File: src/sv/kctc_pkg.sv
`timescale 1ns / 1ps
`default_nettype none
package kctc_pkg;

    localparam int KeyW    = 4;
    localparam int MinW    = 7;
    localparam int SecW    = 6;
    localparam int CountW  = 13;
    localparam int AngleW  = 7;
    localparam int DigitsW = 2;
    localparam int PowerW  = 2;
    localparam int OutDataW = 48;

    localparam logic [KeyW-1:0] KEY_A    = 4'd10;
    localparam logic [KeyW-1:0] KEY_STAR = 4'd14;
    localparam logic [KeyW-1:0] KEY_HASH = 4'd15;

    localparam logic OP_KEY  = 1'b0;
    localparam logic OP_TICK = 1'b1;

    localparam logic [PowerW-1:0]  POWER_RESET = 2'd2;
    localparam logic [AngleW-1:0]  IDLE_ANGLE  = 7'd60;
    localparam logic [SecW-1:0]    SEC_MAX     = 6'd59;
    localparam logic [DigitsW-1:0] DIGITS_NONE = 2'd0;
    localparam logic [DigitsW-1:0] DIGITS_ONE  = 2'd1;
    localparam logic [DigitsW-1:0] DIGITS_TWO  = 2'd2;

    typedef enum logic [1:0] {
        PH_MIN = 2'd0,
        PH_SEC = 2'd1,
        PH_POW = 2'd2,
        PH_RUN = 2'd3
    } phase_t;

    typedef struct packed {
        logic              finished;
        logic              rejected;
        logic [AngleW-1:0] angle;
        logic              heater_on;
        logic [CountW-1:0] remaining;
        logic              power_shown;
        logic [PowerW-1:0] power_level;
        logic [DigitsW-1:0] sec_digits;
        logic [SecW-1:0]   seconds;
        logic [DigitsW-1:0] min_digits;
        logic [MinW-1:0]   minutes;
        phase_t            phase;
    } result_t;

    // servo angle per power level while running
    function automatic logic [AngleW-1:0] power_angle(input logic [PowerW-1:0] lvl);
        logic [AngleW-1:0] a;
        case (lvl)
            2'd0:    a = 7'd0;
            2'd1:    a = 7'd30;
            2'd2:    a = 7'd60;
            2'd3:    a = 7'd90;
            default: a = 7'd0;
        endcase
        return a;
    endfunction

    // divide by ten for values below 128 by reciprocal multiply
    function automatic logic [MinW-1:0] div10(input logic [MinW-1:0] v);
        logic [17:0] p;
        p = {11'd0, v} * 18'd205;
        return p[17:11];
    endfunction

endpackage
`default_nettype wire

File: src/sv/kctc_engine.sv
`timescale 1ns / 1ps
`default_nettype none
module kctc_engine (
    input  wire logic                    clk,
    input  wire logic                    rst_n,
    input  wire logic                    advance,
    input  wire logic                    op,
    input  wire logic [kctc_pkg::KeyW-1:0] key_code,
    output kctc_pkg::result_t            result
);
    import kctc_pkg::*;

    phase_t              phase_reg, phase_next;
    logic [MinW-1:0]     minutes_reg, minutes_next;
    logic [DigitsW-1:0]  min_cnt_reg, min_cnt_next;
    logic [SecW-1:0]     seconds_reg, seconds_next;
    logic [DigitsW-1:0]  sec_cnt_reg, sec_cnt_next;
    logic [PowerW-1:0]   power_reg, power_next;
    logic                shown_reg, shown_next;
    logic [CountW-1:0]   count_reg, count_next;
    logic                rejected, finished;

    logic                is_key, is_digit, is_star, is_hash;
    logic [MinW-1:0]     min_append;
    logic [MinW-1:0]     sec_append;
    logic [CountW-1:0]   load_value;

    assign is_key   = (op == OP_KEY);
    assign is_digit = (key_code < KEY_A);
    assign is_star  = (key_code == KEY_STAR);
    assign is_hash  = (key_code == KEY_HASH);

    assign min_append = 7'(minutes_reg * 7'd10) + {3'd0, key_code};
    assign sec_append = 7'({1'b0, seconds_reg} * 7'd10) + {3'd0, key_code};
    assign load_value = 13'(minutes_reg * 13'd60) + {7'd0, seconds_reg};

    // phase transitions
    always_comb
    begin
        phase_next = phase_reg;
        case (phase_reg)
            PH_MIN:
            begin
                if (is_key && is_hash)
                    phase_next = PH_SEC;
            end
            PH_SEC:
            begin
                if (is_key && is_hash)
                    phase_next = PH_POW;
                else if (is_key && is_star && sec_cnt_reg == DIGITS_NONE)
                    phase_next = PH_MIN;
            end
            PH_POW:
            begin
                if (is_key && is_hash)
                    phase_next = PH_RUN;
                else if (is_key && is_star && !shown_reg)
                    phase_next = PH_SEC;
            end
            PH_RUN:
            begin
                if ((is_key && is_star) || (!is_key && count_reg == '0))
                    phase_next = PH_MIN;
            end
            default: phase_next = PH_MIN;
        endcase
    end

    // entry values and countdown
    always_comb
    begin
        minutes_next = minutes_reg;
        min_cnt_next = min_cnt_reg;
        seconds_next = seconds_reg;
        sec_cnt_next = sec_cnt_reg;
        power_next   = power_reg;
        shown_next   = shown_reg;
        count_next   = count_reg;
        rejected     = 1'b0;
        finished     = 1'b0;
        case (phase_reg)
            PH_MIN:
            begin
                if (is_key)
                begin
                    seconds_next = '0;
                    sec_cnt_next = DIGITS_NONE;
                    if (is_hash)
                        min_cnt_next = DIGITS_TWO;
                    else if (is_star)
                    begin
                        if (min_cnt_reg == DIGITS_TWO)
                        begin
                            min_cnt_next = DIGITS_ONE;
                            minutes_next = div10(minutes_reg);
                        end
                        else if (min_cnt_reg == DIGITS_ONE)
                        begin
                            min_cnt_next = DIGITS_NONE;
                            minutes_next = '0;
                        end
                    end
                    else if (is_digit)
                    begin
                        if (minutes_reg >= 7'd10)
                            rejected = 1'b1;
                        else
                        begin
                            minutes_next = min_append;
                            min_cnt_next = (min_append >= 7'd10) ? DIGITS_TWO : DIGITS_ONE;
                        end
                    end
                end
            end
            PH_SEC:
            begin
                if (is_key)
                begin
                    if (is_hash)
                        sec_cnt_next = DIGITS_TWO;
                    else if (is_star)
                    begin
                        if (sec_cnt_reg == DIGITS_TWO)
                        begin
                            sec_cnt_next = DIGITS_ONE;
                            seconds_next = SecW'(div10({1'b0, seconds_reg}));
                        end
                        else if (sec_cnt_reg == DIGITS_ONE)
                        begin
                            sec_cnt_next = DIGITS_NONE;
                            seconds_next = '0;
                        end
                    end
                    else if (is_digit && seconds_reg < 6'd10)
                    begin
                        if (sec_append >= 7'd60)
                            seconds_next = SEC_MAX;
                        else
                            seconds_next = sec_append[SecW-1:0];
                        sec_cnt_next = (sec_append >= 7'd10) ? DIGITS_TWO : DIGITS_ONE;
                    end
                end
            end
            PH_POW:
            begin
                if (is_key)
                begin
                    if (is_hash)
                        count_next = load_value;
                    else if (is_star)
                        shown_next = 1'b0;
                    else if (!is_digit)
                    begin
                        power_next = PowerW'(key_code - KEY_A);
                        shown_next = 1'b1;
                    end
                end
            end
            PH_RUN:
            begin
                if ((is_key && is_star) || (!is_key && count_reg == '0))
                begin
                    finished     = 1'b1;
                    minutes_next = '0;
                    min_cnt_next = DIGITS_NONE;
                    seconds_next = '0;
                    sec_cnt_next = DIGITS_NONE;
                    count_next   = '0;
                end
                else if (!is_key)
                    count_next = count_reg - 13'd1;
            end
            default: ;
        endcase
    end

    always_ff @(posedge clk or negedge rst_n)
    begin
        if (!rst_n)
        begin
            phase_reg   <= PH_MIN;
            minutes_reg <= '0;
            min_cnt_reg <= DIGITS_NONE;
            seconds_reg <= '0;
            sec_cnt_reg <= DIGITS_NONE;
            power_reg   <= POWER_RESET;
            shown_reg   <= 1'b0;
            count_reg   <= '0;
        end
        else if (advance)
        begin
            phase_reg   <= phase_next;
            minutes_reg <= minutes_next;
            min_cnt_reg <= min_cnt_next;
            seconds_reg <= seconds_next;
            sec_cnt_reg <= sec_cnt_next;
            power_reg   <= power_next;
            shown_reg   <= shown_next;
            count_reg   <= count_next;
        end
    end

    // result word shows the state after the event
    always_comb
    begin
        result.phase       = phase_next;
        result.minutes     = minutes_next;
        result.min_digits  = min_cnt_next;
        result.seconds     = seconds_next;
        result.sec_digits  = sec_cnt_next;
        result.power_level = power_next;
        result.power_shown = shown_next;
        result.heater_on   = (phase_next == PH_RUN);
        result.remaining   = (phase_next == PH_RUN) ? count_next : '0;
        result.angle       = (phase_next == PH_RUN) ? power_angle(power_next) : IDLE_ANGLE;
        result.rejected    = rejected;
        result.finished    = finished;
    end

endmodule
`default_nettype wire

File: src/sv/keypad_cook_timer_controller_unit.sv
`timescale 1ns / 1ps
`default_nettype none
// keypad cook timer: each input word is a key press (tuser 0) or a one-second tick
// (tuser 1), and each one yields exactly one status word showing the state after it.
// one word is taken per clock when the output side keeps up: a word sits in the input
// register while the event logic works out the next state, then lands in the output
// register once it is empty or being read; m_axis_tvalid is that register's valid flag.
module keypad_cook_timer_controller_unit (
    input  wire logic        clk,
    input  wire logic        rst_n,
    input  wire logic        s_axis_tvalid,
    output logic             s_axis_tready,
    input  wire logic [7:0]  s_axis_tdata,   // key_code[3:0], zeros
    input  wire logic        s_axis_tuser,   // op
    output logic             m_axis_tvalid,
    input  wire logic        m_axis_tready,
    output logic [47:0]      m_axis_tdata    // phase[1:0], minutes_value[8:2],
                                             // minute_digits_shown[10:9],
                                             // seconds_value[16:11],
                                             // second_digits_shown[18:17],
                                             // power_level[20:19], power_shown[21],
                                             // remaining_seconds[34:22], heater_on[35],
                                             // power_servo_angle[42:36],
                                             // entry_rejected[43], run_finished[44], zeros
);
    import kctc_pkg::*;

    logic            in_valid_reg;
    logic            op_reg;
    logic [KeyW-1:0] key_reg;
    logic            out_valid_reg;
    result_t         out_reg;
    result_t         result;
    logic            advance;

    assign advance       = in_valid_reg && (!out_valid_reg || m_axis_tready);
    assign s_axis_tready = !in_valid_reg || advance;

    always_ff @(posedge clk or negedge rst_n)
    begin
        if (!rst_n)
        begin
            in_valid_reg  <= 1'b0;
            out_valid_reg <= 1'b0;
        end
        else
        begin
            if (s_axis_tready)
                in_valid_reg <= s_axis_tvalid;
            if (advance)
                out_valid_reg <= 1'b1;
            else if (m_axis_tready)
                out_valid_reg <= 1'b0;
        end
    end

    always_ff @(posedge clk)
    begin
        if (s_axis_tready && s_axis_tvalid)
        begin
            op_reg  <= s_axis_tuser;
            key_reg <= s_axis_tdata[KeyW-1:0];
        end
        if (advance)
            out_reg <= result;
    end

    kctc_engine u_engine (
        .clk      (clk),
        .rst_n    (rst_n),
        .advance  (advance),
        .op       (op_reg),
        .key_code (key_reg),
        .result   (result)
    );

    assign m_axis_tvalid = out_valid_reg;
    assign m_axis_tdata  = {(OutDataW - $bits(result_t))'(0), out_reg};

endmodule
`default_nettype wire
File: config.mk
export PLATFORM = sky130hd
export DESIGN_NAME = keypad_cook_timer_controller_unit
export DESIGN_NICKNAME = d
export VERILOG_FILES = /design/src/sv/kctc_pkg.sv /design/src/sv/kctc_engine.sv /design/src/sv/keypad_cook_timer_controller_unit.sv
export SDC_FILE = /design/constraint.sdc
export NUM_CORES = 1
export LEC_CHECK = 0
export ABC_CLOCK_PERIOD_IN_PS = 7850
export BUFFER_PORTS_ARGS = -buffer_cell sky130_fd_sc_hd__buf_4
export CORE_MARGIN = 2
export CORE_UTILIZATION = 53
export CTS_BUF_LIST = sky130_fd_sc_hd__clkbuf_2
export CTS_CLUSTER_SIZE = 8
export DETAILED_ROUTE_END_ITERATION = 8
export HOLD_SLACK_MARGIN = 0.05
export PLACE_DENSITY_LB_ADDON = 0.25
export SLEW_MARGIN = 20
export SYNTH_ARGS = -nofsm -noshare
export SYNTH_HDL_FRONTEND = slang
export SYNTH_HIERARCHICAL = 1
export SYNTH_SLANG_ARGS = --single-unit
File: constraint.sdc
create_clock -name clk -period 7.85 [get_ports clk]
set_clock_uncertainty 0.15 [all_clocks]
set_input_delay 0.3925 -clock clk [delete_from_list [all_inputs] [get_ports clk]]
set_output_delay 0.3925 -clock clk [all_outputs]
set_load 0.005 [all_outputs]
==> reports/metrics.cfg <==
[clock_network]
clkTransAtPathRegs_ps=260
cts_buffers=9
h-tree-depth=3
post_cts_resized=0
insertion_delay_ps=600
cts_tree=yes
clockRootBuffer=clkbuf_2
cts_sinks=87
cts_buffer_depth=2

[layout]
syn_to_final_growth_pct=9.15
largest_reg_flops=45
drive_above_1_share=0.108
num-nets-final=1028

[grt]
grt_max_degree=72
grt_pass1_wl_microns=29300
grt_pass1_vias=5890
antenna_found_initial=1
grt_overflow=0
grt_usage=0.230

[logic_synthesis]
ys_types=82
syn_inst=832
async_reset_ff_frac=0.425
syn_area_sq_um=7820
synth-main-ff-cell=edfxtp_1
yosys_warnings=6
yosysSeqAreaShare=0.311
synth_area_per_cell_sq_um=9.40
synth-edff-count=50
synth.ff_latch_count=87

[placed_design]
dp_slack_ps=2790
io_buffers=55
gp_congestion=0.900
dp_hpwl_microns=13100

[power]
p_per_area_nw_per_um2=339
leakagePower_nw=3.96
peakVddDrop_mv=0.187

[floorplanning]
rows=44
coreArea_sq_um=14500
die_h_microns=125
io_pins=63
die_x_microns=125
die-area_sq_um=15700
start_util=0.540

[drt]
drc=0
drt_iter0_drc=584
vias=6269
postRouteAntennaNets=0
dr.pass1.iters=5
viasPerCell=5.85
postRouteWirelength_microns=17500
wl_per_cell_microns=16.4

[setup_path]
start_kind=flop
crit_required_ps=8040
end_kind=flop
crit_arrival_ps=5310
cp_max_fo=9
critPathKind=reg2reg

[sta]
min_period_ps=5120
hold_viol=0
fin_crit_sh=0.652
setup_viol=0
slew_headroom=0.448
fmax_ghz=0.195
maxSlewViolCount=0
holdWs_ps=113
fin_tns_setup_ps=0
setup_ws_ps=2730
worst_slew_pin_slew_ps=828
rsz0062_at_grt=false

[hold_path]
hp-class=in2async

[run]
maxCapViolCount=0

[outcome]
status=complete, no violations

[per-layer routing]
layer / track usage / part of all wire
met4: 0.0601 / 0.018
met5: 0 / 0
met1: 0.326 / 0.46
met3: 0.0407 / 0.065
met2: 0.364 / 0.45
[final cells by class]
type                       count  area [sq um]
fill                        1282          5940
clock buffer                   9          45.0
timing repair buffer          68           533
antenna                        1          2.50
clock inverter                 7          53.8
multi-input combinational    629          4920
sequential                    87          2430
tap                          184           230
inverter                      86           323
[power by group]
| group | switching [mW] | total (mW) | internal (mW) |
|---|---|---|---|
| Sequential | 0.161 | 0.765 | 0.604 |
| Clock | 0.171 | 0.217 | 0.0455 |
| Combinational | 1.13 | 1.91 | 0.783 |
| Total | 1.46 | 2.89 | 1.43 |
[per-stage QoR]
stage	util	power, mW	cells	area (sq um)
after CTS	0.589	2.89	1070	8530
after detailed placement	0.576	2.66	1045	8340
after global placement	0.576	2.62	1045	8340
after floorplan	-	2.19	834	7830
final	0.589	2.89	1071	8530
after global routing	0.589	3.22	1071	8530
[cells by family (layout without fill, tap and decap cells)]
group,count (synthesis),count (layout),synth area share
buffers and inverters,118,170,0.0616
xor gates and xnor gates,38,38,0.0426
and+or+nand+nor,211,211,0.135
adders and majority gates,134,134,0.243
AOI/OAI and AO/OA,235,235,0.196
DFF,87,87,0.311
other,2,5,0.000961
muxes,7,7,0.00928
[worst max-delay path: stages (launching register included)]
cell	delay, ps
dfrtp_1	640
inv_1	200
ha_1	320
inv_1	60
ha_1	200
fa_1	480
inv_1	50
fa_1	500
inv_1	40
ha_1	200
a311o_1	320
a31o_2	260
a2111o_1	450
a31oi_1	290
o21bai_1	120
xnor2_1	150
a41oi_1	260
o22ai_1	150
[layout by cell type (no fill, tap or decap), types with 4 or more instances in the layout]
cell | netlist | layout
a21o_1 | 22 | 22
a21oi_1 | 55 | 55
a22o_1 | 11 | 11
a31oi_1 | 12 | 12
and3_1 | 6 | 6
buf_4 | 8 | 59
clkbuf_2 | 0 | 9
conb_1 | 2 | 4
dfrtp_1 | 36 | 36
dlygate4sd3_1 | 0 | 9
edfxtp_1 | 50 | 50
fa_1 | 30 | 30
ha_1 | 104 | 104
inv_1 | 85 | 85
mux2i_1 | 5 | 5
nand2_1 | 55 | 55
nand2b_1 | 13 | 13
nand3_1 | 13 | 13
nor2_1 | 64 | 64
nor2b_1 | 10 | 10
nor3_1 | 13 | 13
nor3b_1 | 4 | 4
o211ai_1 | 6 | 6
o21a_1 | 6 | 6
o21ai_0 | 61 | 61
o21ai_1 | 4 | 4
o31ai_1 | 6 | 6
xnor2_1 | 25 | 25
xor2_1 | 13 | 13
[path summary, 6_finish.rpt]
kind / startpoint / end / slack, ps / cells after the start
setup / recovery: u_engine/minutes_reg[2] / m_axis_tdata[5] / 2730 / 17
hold / removal: rst_n / u_engine/seconds_reg[2] / 110 / 2
setup reg to reg: u_engine/minutes_reg[2] / m_axis_tdata[5] / 2730 / 17
hold reg to reg: in_valid_reg / m_axis_tvalid / 440 / 1
max in group asynchronous: rst_n / u_engine/count_reg[10] / 7040 / 2
min in group clk: s_axis_tuser / op_reg / 340 / 2
[synthesized netlist by cell type (3+ instances only)]
master,count,share of area
nor3_1,13,0.0083
xor2_1,13,0.015
nor2_1,64,0.031
nor3b_1,4,0.0038
buf_4,8,0.0077
dfrtp_1,36,0.12
a21o_1,22,0.021
a2111oi_0,3,0.0034
a22o_1,11,0.012
nand3_1,13,0.0083
mux2i_1,5,0.0064
a21oi_1,55,0.035
a32oi_1,3,0.0034
edfxtp_1,50,0.19
o21bai_1,3,0.0029
a211oi_1,3,0.0029
o211ai_1,6,0.0058
clkbuf_1,21,0.010
o21a_1,6,0.0058
a221oi_1,3,0.0034
fa_1,30,0.077
o21ai_0,61,0.039
xnor2_1,25,0.028
nand4_1,3,0.0024
ha_1,104,0.17
or3_1,3,0.0024
o22ai_1,3,0.0024
o31ai_1,6,0.0058
nand2_1,55,0.026
a32o_1,3,0.0038
nor2b_1,10,0.0080
o21ai_1,4,0.0026
or2_2,3,0.0024
and2_1,4,0.0032
nand2b_1,13,0.010
inv_1,85,0.041
a31oi_1,12,0.0096
a2bb2oi_1,3,0.0034
and3_1,6,0.0048
[what timing repair did]
| action | 4_1_cts | 5_1_grt |
|---|---|---|
| setup buffers | 0 | 0 |
| endpoints found under the hold margin | 49 | 0 |
| hold buffers | 9 | 0 |
No activity file was read; power rests on OpenSTA's default activity.
